## src/rtl/sjt_pkg.sv

```systemverilog
// Shared types, constants and the pair-mapping function of the Shift-JIS
// title decoder. No dependencies; every other file of the block imports it.
package sjt_pkg;

  localparam logic [7:0] BYTE_NUL      = 8'h00;
  localparam logic [7:0] ASCII_LO      = 8'h20;
  localparam logic [7:0] ASCII_HI      = 8'h7D;
  localparam logic [7:0] LEAD_PUNCT    = 8'h81;
  localparam logic [7:0] LEAD_ALNUM    = 8'h82;
  localparam logic [7:0] PUNCT_LO      = 8'h40;
  localparam logic [7:0] PUNCT_HI      = 8'h49;
  localparam logic [7:0] TRAIL_DASH    = 8'h7C;
  localparam logic [7:0] DIGIT_LO      = 8'h4F;
  localparam logic [7:0] DIGIT_HI      = 8'h58;
  localparam logic [7:0] UPPER_LO      = 8'h60;
  localparam logic [7:0] UPPER_HI      = 8'h79;
  localparam logic [7:0] LOWER_LO      = 8'h81;
  localparam logic [7:0] LOWER_HI      = 8'h9A;
  localparam logic [6:0] CHAR_NUL      = 7'h00;
  localparam logic [6:0] CHAR_SPACE    = 7'h20;
  localparam logic [6:0] CHAR_DASH     = 7'h2D;
  localparam logic [6:0] CHAR_ZERO     = 7'h30;
  localparam logic [6:0] CHAR_UPPER_A  = 7'h41;
  localparam logic [6:0] CHAR_LOWER_A  = 7'h61;

  // One input item as held in the input register.
  typedef struct packed {
    logic [7:0] byte_value;
    logic       start_title;
  } item_t;

  // One result item.
  typedef struct packed {
    logic [6:0] ascii_char;
    logic       last_char;
    logic       unmapped;
  } result_t;

  // Full-width punctuation in the 0x8140..0x8149 range.
  function automatic logic [6:0] punct_char(input logic [3:0] idx);
    logic [6:0] ch;
    unique case (idx)
      4'd0:    ch = 7'h20;
      4'd1:    ch = 7'h2C;
      4'd2:    ch = 7'h2E;
      4'd3:    ch = 7'h2C;
      4'd4:    ch = 7'h2E;
      4'd5:    ch = 7'h20;
      4'd6:    ch = 7'h3A;
      4'd7:    ch = 7'h3B;
      4'd8:    ch = 7'h3F;
      4'd9:    ch = 7'h21;
      default: ch = CHAR_NUL;
    endcase
    return ch;
  endfunction

  // Maps a lead/trail pair to ASCII; zero means the pair is not known.
  function automatic logic [6:0] map_pair(input logic [7:0] b1, input logic [7:0] b2);
    logic [6:0] ch;
    logic [7:0] off;
    ch  = CHAR_NUL;
    off = 8'd0;
    if (b1 == LEAD_PUNCT) begin
      if (b2 >= PUNCT_LO && b2 <= PUNCT_HI) begin
        off = b2 - PUNCT_LO;
        ch  = punct_char(off[3:0]);
      end else if (b2 == TRAIL_DASH) begin
        ch = CHAR_DASH;
      end
    end else if (b1 == LEAD_ALNUM) begin
      if (b2 >= DIGIT_LO && b2 <= DIGIT_HI) begin
        off = b2 - DIGIT_LO;
        ch  = CHAR_ZERO + off[6:0];
      end else if (b2 >= UPPER_LO && b2 <= UPPER_HI) begin
        off = b2 - UPPER_LO;
        ch  = CHAR_UPPER_A + off[6:0];
      end else if (b2 >= LOWER_LO && b2 <= LOWER_HI) begin
        off = b2 - LOWER_LO;
        ch  = CHAR_LOWER_A + off[6:0];
      end
    end
    return ch;
  endfunction

endpackage

```

## src/rtl/sjt_in_stage.sv

```systemverilog
// Input register of the Shift-JIS title decoder.
// Depends on sjt_pkg for the item type.
module sjt_in_stage (
  input  logic           clk,
  input  logic           rst_n,
  input  logic           in_valid,
  output logic           in_stall,
  input  sjt_pkg::item_t in_item,
  input  logic           advance,
  output logic           held_valid,
  output sjt_pkg::item_t held_item
);
  import sjt_pkg::*;

  logic  valid_r;
  logic  valid_nxt;
  item_t item_r;
  logic  load;

  // The register takes a new item when empty or when its item moves on.
  assign in_stall  = valid_r && !advance;
  assign load      = in_valid && !in_stall;
  assign valid_nxt = load ? 1'b1 : (advance ? 1'b0 : valid_r);

  always_ff @(posedge clk) begin
    if (!rst_n) begin
      valid_r <= 1'b0;
    end else begin
      valid_r <= valid_nxt;
    end
  end

  always_ff @(posedge clk) begin
    if (load) begin
      item_r <= in_item;
    end
  end

  assign held_valid = valid_r;
  assign held_item  = item_r;

endmodule

```

## src/rtl/sjt_core.sv

```systemverilog
// Decoder state (pending lead byte, position, end flag) and the per-byte
// decode. Depends on sjt_pkg for types, constants and the pair mapping.
module sjt_core #(
  parameter int TITLE_BYTES = 64
) (
  input  logic             clk,
  input  logic             rst_n,
  input  logic             advance,
  input  sjt_pkg::item_t   item,
  output logic             res_valid,
  output sjt_pkg::result_t res
);
  import sjt_pkg::*;

  localparam int POS_W = (TITLE_BYTES > 2) ? $clog2(TITLE_BYTES) : 1;
  localparam logic [POS_W-1:0] POS_LAST = POS_W'(TITLE_BYTES - 1);

  logic             pend_r, pend_nxt;
  logic [7:0]       lead_r, lead_nxt;
  logic [POS_W-1:0] pos_r, pos_nxt;
  logic             done_r, done_nxt;

  logic             pend_eff;
  logic [POS_W-1:0] pos_eff;
  logic             done_eff;
  logic             last;
  logic [6:0]       pair_ch;
  logic [7:0]       b;

  // A start flag clears the state before this byte is looked at.
  assign b        = item.byte_value;
  assign pend_eff = item.start_title ? 1'b0 : pend_r;
  assign pos_eff  = item.start_title ? '0 : pos_r;
  assign done_eff = item.start_title ? 1'b0 : done_r;
  assign last     = (pos_eff == POS_LAST);
  assign pair_ch  = map_pair(lead_r, b);

  always_comb begin
    pend_nxt  = pend_eff;
    lead_nxt  = lead_r;
    pos_nxt   = pos_eff;
    done_nxt  = done_eff;
    res_valid = 1'b0;
    res       = '{ascii_char: CHAR_SPACE, last_char: 1'b0, unmapped: 1'b0};
    if (!done_eff) begin
      pos_nxt  = last ? '0 : pos_eff + POS_W'(1);
      done_nxt = last;
      if (pend_eff) begin
        pend_nxt  = 1'b0;
        res_valid = 1'b1;
        if (pair_ch == CHAR_NUL) begin
          res = '{ascii_char: CHAR_SPACE, last_char: last, unmapped: 1'b1};
        end else begin
          res = '{ascii_char: pair_ch, last_char: last, unmapped: 1'b0};
        end
      end else if (b == BYTE_NUL) begin
        done_nxt  = 1'b1;
        res_valid = 1'b1;
        res       = '{ascii_char: CHAR_NUL, last_char: 1'b1, unmapped: 1'b0};
      end else if (b >= ASCII_LO && b <= ASCII_HI) begin
        res_valid = 1'b1;
        res       = '{ascii_char: b[6:0], last_char: last, unmapped: 1'b0};
      end else if (last) begin
        // A lead byte with no room left for its trail byte.
        res_valid = 1'b1;
        res       = '{ascii_char: CHAR_SPACE, last_char: 1'b1, unmapped: 1'b1};
      end else begin
        lead_nxt = b;
        pend_nxt = 1'b1;
      end
    end
  end

  always_ff @(posedge clk) begin
    if (!rst_n) begin
      pend_r <= 1'b0;
      pos_r  <= '0;
      done_r <= 1'b0;
    end else if (advance) begin
      pend_r <= pend_nxt;
      pos_r  <= pos_nxt;
      done_r <= done_nxt;
    end
  end

  always_ff @(posedge clk) begin
    if (advance) begin
      lead_r <= lead_nxt;
    end
  end

endmodule

```

## src/rtl/shift_jis_title_to_ascii_unit.sv

```systemverilog
// Top level of the Shift-JIS title decoder: input register, decode core
// and result register. Depends on sjt_pkg, sjt_in_stage and sjt_core.
module shift_jis_title_to_ascii_unit #(
  parameter int TITLE_BYTES = 64
) (
  input  logic       clk,
  input  logic       rst_n,
  input  logic       in_valid,
  output logic       in_stall,
  input  logic [7:0] in_byte_value,
  input  logic       in_start_title,
  output logic       out_valid,
  input  logic       out_stall,
  output logic [6:0] out_ascii_char,
  output logic       out_last_char,
  output logic       out_unmapped
);
  // This unit turns a fixed-size Shift-JIS title field, presented one byte
  // per item, into plain ASCII characters. Printable single bytes pass
  // through; full-width punctuation, digits and letters (lead bytes 0x81 and
  // 0x82) are folded to their ASCII forms; any other two-byte pair becomes a
  // space with out_unmapped set. A lead byte produces no result item of its
  // own but in the last position, where it gives an unmapped space; the
  // character comes with the trail byte. A zero lead byte gives a NUL with
  // out_last_char set, and the byte that completes TITLE_BYTES bytes also
  // carries out_last_char. Bytes after the end of a title yield nothing
  // until an item arrives with in_start_title set, which also drops any
  // held lead byte. Each item passes the input register, then the result
  // register; a new item is taken every cycle unless out_stall holds the output.
  // in_stall rises only when both registers are full and out_stall is high.
  import sjt_pkg::*;

  item_t   in_item;
  item_t   held_item;
  logic    held_valid;
  logic    advance;
  logic    res_valid;
  result_t res;
  logic    out_valid_r, out_valid_nxt;
  result_t out_r;
  logic    out_free;

  assign in_item  = '{byte_value: in_byte_value, start_title: in_start_title};

  // The result register is free when empty or being drained this cycle.
  assign out_free = !out_valid_r || !out_stall;
  assign advance  = held_valid && out_free;

  sjt_in_stage u_in_stage (
    .clk        (clk),
    .rst_n      (rst_n),
    .in_valid   (in_valid),
    .in_stall   (in_stall),
    .in_item    (in_item),
    .advance    (advance),
    .held_valid (held_valid),
    .held_item  (held_item)
  );

  sjt_core #(
    .TITLE_BYTES (TITLE_BYTES)
  ) u_core (
    .clk       (clk),
    .rst_n     (rst_n),
    .advance   (advance),
    .item      (held_item),
    .res_valid (res_valid),
    .res       (res)
  );

  assign out_valid_nxt = out_free ? (advance && res_valid) : out_valid_r;

  always_ff @(posedge clk) begin
    if (!rst_n) begin
      out_valid_r <= 1'b0;
    end else begin
      out_valid_r <= out_valid_nxt;
    end
  end

  always_ff @(posedge clk) begin
    if (advance && res_valid) begin
      out_r <= res;
    end
  end

  assign out_valid      = out_valid_r;
  assign out_ascii_char = out_r.ascii_char;
  assign out_last_char  = out_r.last_char;
  assign out_unmapped   = out_r.unmapped;

endmodule
```

## config.mk

```make
export PLATFORM = sky130hd
export DESIGN_NAME = shift_jis_title_to_ascii_unit
export DESIGN_NICKNAME = d
export VERILOG_FILES = /design/src/rtl/sjt_pkg.sv /design/src/rtl/sjt_in_stage.sv /design/src/rtl/sjt_core.sv /design/src/rtl/shift_jis_title_to_ascii_unit.sv
export SDC_FILE = /design/constraint.sdc
export NUM_CORES = 1
export LEC_CHECK = 0
export BUFFER_PORTS_ARGS = -buffer_cell sky130_fd_sc_hd__buf_2
export CAP_MARGIN = 30
export CORE_ASPECT_RATIO = 0.9
export CORE_UTILIZATION = 35
export DETAILED_ROUTE_END_ITERATION = 12
export PLACE_DENSITY_LB_ADDON = 0.1
export REMOVE_ABC_BUFFERS = 1
export SKIP_CTS_REPAIR_TIMING = 1
export SYNTH_ARGS = -nofsm -noshare
export SYNTH_HDL_FRONTEND = slang
export SYNTH_SLANG_ARGS = --single-unit
```

## constraint.sdc

```tcl
create_clock -name clk -period 5.61 [get_ports clk]
set_input_delay 1.122 -clock clk [delete_from_list [all_inputs] [get_ports clk]]
set_output_delay 1.122 -clock clk [all_outputs]
set_load 0.02 [all_outputs]
```

==> results of run 1 <==
[routing by layer]
layer | wire length (um) | up-vias
met2 | 2516 | 74
li1 | - | 1018
met5 | 0 | -
met1 | 3010 | 996
met3 | 274 | 10
met4 | 90 | 0
[stage by stage]
step                utilization, %  cells  hold WS, ps  setup slack (ps)  area, um^2
floorplan                        -    246        470.8              2899        2426
global placement             39.45    359        515.2              2501        2654
detailed placement           39.45    359        502.8              2491        2654
CTS                          41.07    367        515.0              2724        2763
global route                 41.07    367        544.4              2524        2763
finish                       41.07    367        512.4              2714        2763
[tightest hold or removal path, cell delays in order, from the launching register on]
cell and delay (ps):
dfxtp_1 330, o21ai_0 70, a21boi_0 70
[cells by family (layout without fill, tap and decap cells)]
family / Yosys count / count (layout) / share of synthesized area [%]
AO/OA/AOI/OAI: 75 / 75 / 21.70
buffers and inverters: 28 / 45 / 4.721
XOR/XNOR: 1 / 1 / 0.3516
flip-flops: 42 / 42 / 44.20
AND/OR/NAND/NOR: 104 / 104 / 24.26
adder cells (fa/ha/maj): 7 / 7 / 3.516
multiplexers: 3 / 3 / 1.256
[cells in the final DEF (no fill, tap or decap), types with 3 or more instances in the layout]
| cell | Yosys | layout |
|---|---|---|
| a211oi_1 | 5 | 5 |
| a21boi_0 | 4 | 4 |
| a21oi_1 | 14 | 14 |
| a22oi_1 | 3 | 3 |
| and2_1 | 5 | 5 |
| and3_1 | 5 | 5 |
| buf_2 | 4 | 23 |
| clkbuf_8 | 0 | 5 |
| dfxtp_1 | 16 | 16 |
| edfxtp_1 | 26 | 26 |
| ha_1 | 7 | 7 |
| inv_1 | 14 | 14 |
| nand2_1 | 13 | 13 |
| nand2b_1 | 3 | 3 |
| nand3_1 | 15 | 15 |
| nand4_1 | 4 | 4 |
| nor2_1 | 21 | 21 |
| nor2b_1 | 9 | 9 |
| nor3_1 | 4 | 4 |
| nor4_1 | 4 | 4 |
| o2111ai_1 | 4 | 4 |
| o21a_1 | 4 | 4 |
| o21ai_0 | 18 | 18 |
| or4b_1 | 3 | 3 |
[area by class of cell]
type                    instances  area, um^2
clock buffers                   5       68.82
clock inverters                 3       40.04
fillers                       678        3964
inverters                      14       52.55
multi-input cells             190        1272
flip-flops and latches         42        1101
well taps                      90       112.6
repair buffers                 23       115.1
[power by group through the flow]
| stage | logic (mW) | clock network [mW] | registers (mW) |
|---|---|---|---|
| floorplan | 0.0463 | 0 | 0.364 |
| global placement | 0.0672 | 0 | 0.369 |
| detailed placement | 0.0670 | 0 | 0.368 |
| CTS | 0.0674 | 0.245 | 0.361 |
| global route | 0.0766 | 0.258 | 0.364 |
| finish | 0.0676 | 0.237 | 0.362 |
[final timing paths]
path | start | to | cells after the start
min | u_core.pos_r[5]$_SDFFE_PN0P_ | u_core.pos_r[5]$_SDFFE_PN0P_ | 2
min reg2reg | u_core.pos_r[5]$_SDFFE_PN0P_ | u_core.pos_r[5]$_SDFFE_PN0P_ | 2
max reg2reg | u_in_stage.held_item[7]$_DFFE_PP_ | out_ascii_char[5]$_SDFFCE_PP1P_ | 9
max | u_in_stage.held_item[7]$_DFFE_PP_ | out_ascii_char[5]$_SDFFCE_PP1P_ | 9
==> key figures, run 1 <==
Logic synthesis
  • Leading post-synthesis cells by cell area: edfxtp_1 (31%), dfxtp_1 (13%), o21ai_0 (3.6%)
  • Post-synthesis cell area: 2491 um^2
  • Cell count after synthesis: 260
  • Flip-flop cell with the highest count after synthesis: edfxtp_1
  • #FFs+latches synth: 42
  • Cell accounting for the most synthesized area: edfxtp_1
  • Mean area per synthesized cell: 9.581 um^2
  • Number of flops mapped to enable cells by yosys: 26
  • Top cells by instance count after synthesis: edfxtp_1 (26), nor2_1 (21), o21ai_0 (18)
  • Sequential element share of the synthesized area: 44.20%
  • Synthesis Warnings: 0
  • Synth async-reset ratio: 0%
  • Library cell with the highest instance count after synthesis: edfxtp_1
  • Area share of the leading cell type in the synthesized netlist: 31.34%
  • Cell variety after synth: 59

Power
  • Pint: 0.5005 mW
  • P_sw: 0.1652 mW
  • Part of the total power dissipated in the clock network: 35.5%
  • Net Sw Frac: 24.82%
  • Power per cell area: 241.0 nW/um^2
  • Worst ir drop on vdd: 0.1885 mV
  • Cell leakage power: 1.002 nW
  • Sequential Power Share: 54.3%
  • Part of the power in combinational logic: 10.2%
  • Total power draw: 0.6657 mW

GRT
  • Via count of the first global-routing pass: 1922
  • Met2 Track Usage GR: 24.55%
  • Antenna violations before repair: 0
  • Remaining Overflow, GRT: 0
  • Global-route wire length before repair: 9639 um
  • Most Used Layer, Global Route: met2
  • Pin count of the biggest net entering global routing: 19
  • GR met1 Demand/Resource: 23.73%
  • Tot GR Track Use: 16.60%
  • Met3 layer usage reported by global route: 3.148%

Floorplanning
  • Die outline height: 82.04 um
  • I/O pin count: 24
  • DIE WIDTH: 90.93 um
  • Core outline area: 6726 um^2
  • Starting Density: 37.03%
  • Number of placement rows: 28
  • Total Die Area: 7459 um^2

STA
  • Maximum achievable frequency: 345.4 MHz
  • Total negative slack: 0 ps
  • RSZ-0062 raised after global routing: no
  • Final setup vio count: 0
  • Max-slew headroom at the worst pin: 44.47%
  • Final max-slew violation count: 0
  • Final critical-path share of the clock period: 51.61%
  • Clock Skew: 8.028 ps
  • Minimum clock period after layout: 2896 ps
  • Least-Margin Pin Slew: 829.9 ps
  • Final hold violation count: 0

Setup path
  • Critical path endpoint category: flop
  • Crit start category: flop
  • Critical path's most frequent cell: nor4_1
  • Worst path bufs/invs: 1
  • Maximum fanout along the worst path: 10
  • Slowest cell on crit path: nor4_1
  • Stage delay of the slowest cell on the critical path: 620 ps
  • Cell type group with the largest total delay on the critical path: simple AND/OR/NAND/NOR gates
  • Data required time at the worst endpoint: 5640 ps
  • Critical setup path kind: reg -> reg
  • Crit path arrival time: 2930 ps
  • Reg-to-reg setup timing slack: 2710 ps
  • Cells along the critical path: inv_1, ha_1, nand4_1, nor4_1, nor2_1, o32ai_1, nor4_1, nand3_1, nand4b_1

Detailed routing
  • Routed wire per std cell: 16.05 um
  • Number of routed nets with antenna violations: 0
  • Avg Vias per Cell: 5.717
  • Overall via count from detail_route: 2098
  • Post-detailed-routing wire length: 5891 um
  • Post-detailed-route DRC marker count: 0
  • Number of design-rule violations left by the first detailed-router iteration: 181
  • Drt first pass iters: 5

Clock network
  • TritonCTS buffer count: 5
  • Clock tree buffer depth: 2
  • Reg clk slew, reported paths: 80 ps
  • CTS tree: built
  • Total clock sinks: 42
  • CTS HTree Levels: 2
  • Clock network latency to the later pin of the worst-skew pair: 290 ps
  • Clock Tree Root: clkbuf_8

Cells and area
  • # diodes: 0
  • Post-synthesis to final-layout area growth: 10.90%
  • Share of post-route cells with drive strength above 1: 15.52%
  • Layout Nets: 296

Job
  • Max cap viols: 0

Outcome
  • Status: finished clean

Worst hold path
  • Min-delay worst type: reg -> reg

Placed design
  • HPWL after detailed placement: 4264 um
  • Placer Congestion: 0.8420
  • Buffers added on ports: 23
Note: power is estimated with default switching activity, not from simulation.
==> run 2, diff against run 1 <==
--- a/config.mk
+++ b/config.mk
@@ -5,6 +5,7 @@
 export SDC_FILE = /design/constraint.sdc
 export NUM_CORES = 1
 export LEC_CHECK = 0
+export ABC_AREA = 1
 export BUFFER_PORTS_ARGS = -buffer_cell sky130_fd_sc_hd__buf_2
 export CAP_MARGIN = 30
 export CORE_ASPECT_RATIO = 0.9
==> constraint.sdc (replaced) <==
create_clock -name clk -period 2.8 [get_ports clk]
set_input_delay 0.56 -clock clk [delete_from_list [all_inputs] [get_ports clk]]
set_output_delay 0.56 -clock clk [all_outputs]
set_load 0.02 [all_outputs]
==> key figures, run 2 <==
Setup path
  • Worst reg2reg path startpoint: u_in_stage.held_item[1]$_DFFE_PP_
  • Worst path bufs/invs: 3
  • Crit start category: flop
  • Reg-to-reg setup timing slack: 450 ps
  • Crit path arrival time: 2360 ps
  • Worst R2R Path Depth: 12
  • Crit path capture: u_core.lead_r[4]$_DFFE_PP_
  • Critical path's most frequent cell: nor2_1
  • Data required time at the worst endpoint: 2810 ps
  • Worst flop-to-flop path endpoint: u_core.lead_r[4]$_DFFE_PP_
  • Critical setup path kind: reg -> reg
  • Slowest cell on crit path: edfxtp_1
  • Cell type group with the largest total delay on the critical path: simple AND/OR/NAND/NOR gates
  • Worst path depth: 12
  • Maximum fanout along the worst path: 10
  • Critical path endpoint category: flop
  • Stage delay of the slowest cell on the critical path: 590 ps
  • Start point of the critical path: u_in_stage.held_item[1]$_DFFE_PP_
  • Cells along the critical path: inv_2, ha_1, nand2_1, nor2_1, nand2_1, nor2_1, nor2_1, inv_1, a21oi_1, nand2_1, nor2_1, buf_4

Logic synthesis
  • Cell accounting for the most synthesized area: edfxtp_1
  • Synthesis Warnings: 0
  • Leading post-synthesis cells by cell area: edfxtp_1 (30%), nand2_1 (13%), dfxtp_1 (12%)
  • Sequential element share of the synthesized area: 42.82%
  • Library cell with the highest instance count after synthesis: nand2_1
  • Number of flops mapped to enable cells by yosys: 26
  • Synth async-reset ratio: 0%
  • Area share of the leading cell type in the synthesized netlist: 30.36%
  • Cell variety after synth: 34
  • #FFs+latches synth: 42
  • Post-synthesis cell area: 2571 um^2
  • Flip-flop cell with the highest count after synthesis: edfxtp_1
  • Mean area per synthesized cell: 7.453 um^2
  • Cell count after synthesis: 345
  • Top cells by instance count after synthesis: nand2_1 (89), nor2_1 (42), inv_1 (37)

Placed design
  • Placer Congestion: 0.9004
  • HPWL after detailed placement: 4646 um
  • Buffers added on ports: 23

STA
  • Clock Skew: 5.449 ps
  • Max-slew headroom at the worst pin: 55.40%
  • Total negative slack: 0 ps
  • Final max-slew violation count: 0
  • Least-Margin Pin Slew: 663.5 ps
  • Maximum achievable frequency: 425.7 MHz
  • Minimum clock period after layout: 2349 ps
  • Final hold violation count: 0
  • RSZ-0062 raised after global routing: no
  • Final critical-path share of the clock period: 83.89%
  • Hold WS: 426.5 ps
  • Final setup vio count: 0

Cells and area
  • Layout Nets: 393
  • Share of post-route cells with drive strength above 1: 16.31%
  • Layout filler cell count: 758
  • # diodes: 0
  • Post-synthesis to final-layout area growth: 11.82%
  • Sequential cell area: 1101 um^2
  • Most used cells in the layout excluding fill and tap cells: nand2_1 (89), nor2_1 (42), inv_1 (37), nand3_1 (34), edfxtp_1 (26)
  • Most common cell after layout, fill and taps aside: nand2_1
  • Combined area of the multi-input logic cells: 1251 um^2

Detailed routing
  • Number of routed nets with antenna violations: 0
  • Post-detailed-routing wire length: 5877 um
  • Avg Vias per Cell: 4.756
  • Overall via count from detail_route: 2221
  • Post-detailed-route DRC marker count: 0
  • Drt first pass iters: 4
  • Number of design-rule violations left by the first detailed-router iteration: 166
  • Routed wire per std cell: 12.58 um

Floorplanning
  • I/O pin count: 24
  • DIE WIDTH: 92.35 um
  • Core outline area: 7076 um^2
  • Starting Density: 36.34%
  • Die outline height: 83.31 um
  • Total Die Area: 7693 um^2
  • Number of placement rows: 29

GRT
  • Antenna violations before repair: 0
  • Global-route wire length before repair: 10270 um
  • Remaining Overflow, GRT: 0
  • Met3 layer usage reported by global route: 3.938%
  • Via count of the first global-routing pass: 2137
  • Tot GR Track Use: 17.07%
  • Most Used Layer, Global Route: met2
  • GR met1 Demand/Resource: 24.61%
  • Pin count of the biggest net entering global routing: 15
  • Met2 Track Usage GR: 25.39%

Power
  • Worst ir drop on vdd: 0.1938 mV
  • Total power draw: 1.298 mW
  • Cell leakage power: 1.270 nW
  • Power per cell area: 451.3 nW/um^2

Clock network
  • Clock network latency to the later pin of the worst-skew pair: 300 ps
  • Reg clk slew, reported paths: 80 ps
  • Total clock sinks: 42
  • CTS HTree Levels: 2
  • Clock tree buffer depth: 2
  • CTS tree: built
  • TritonCTS buffer count: 5
  • Clock Tree Root: clkbuf_8

Worst hold path
  • Depth of the worst hold-timing path: 1
  • Min-delay worst type: in -> reg
  • Worst Hold Launch: in_byte_value[6]

Job
  • Max cap viols: 0

Outcome
  • Status: finished clean
-- run 2: kinds of logic (layout without fill, tap and decap cells) --
family	count (synthesis)	in the layout	synth area share, %
flops	42	42	42.82
compound gates	49	49	10.75
simple gates	189	189	32.46
xor+xnor	6	6	2.044
buf+inv	52	81	8.515
fa+ha+maj	7	7	3.406
-- run 2: final cells by class --
| type | count | area share [%] |
|---|---|---|
| multi-input combinational | 251 | 43.52 |
| tap | 93 | 4.047 |
| timing repair buffer | 26 | 4.787 |
| clock buffer | 5 | 2.393 |
| inverter | 47 | 6.266 |
| clock inverter | 3 | 0.6963 |
| sequential | 42 | 38.29 |
-- run 2: power breakdown --
group | switching (mW) | total, mW | leakage (nW) | internal, mW
logic | 0.123 | 0.185 | 0.842 | 0.0611
clock network | 0.219 | 0.394 | 0.0484 | 0.176
registers | 0.0287 | 0.719 | 0.380 | 0.690
-- run 2: stage by stage --
step                cell area, um^2  worst slack [ps]  util (%)  cells
floorplan                      2532             624.2         -    340
global placement               2786             508.6     39.38    459
detailed placement             2786             477.6     39.38    459
CTS                            2875             459.2     40.64    467
global route                   2875             78.94     40.64    467
finish                         2875             451.2     40.64    467
-- run 2: worst min-delay path by stage --
stage / slack, ps / end
after floorplan: 450 / u_core.pos_r[3]$_SDFFE_PN0P_
after global placement: 470 / u_core.pos_r[3]$_SDFFE_PN0P_
after detailed placement: 480 / u_core.pos_r[3]$_SDFFE_PN0P_
after CTS: 430 / u_in_stage.held_item[7]$_DFFE_PP_
after global routing: 430 / u_in_stage.held_item[7]$_DFFE_PP_
final: 430 / u_in_stage.held_item[7]$_DFFE_PP_
-- run 2: layer usage --
| layer | vias to the layer above | share of wire, % |
|---|---|---|
| met5 | - | 0 |
| met4 | 0 | 1.4 |
| met3 | 7 | 5.2 |
| met2 | 52 | 41 |
| met1 | 979 | 52 |
| li1 | 1183 | - |
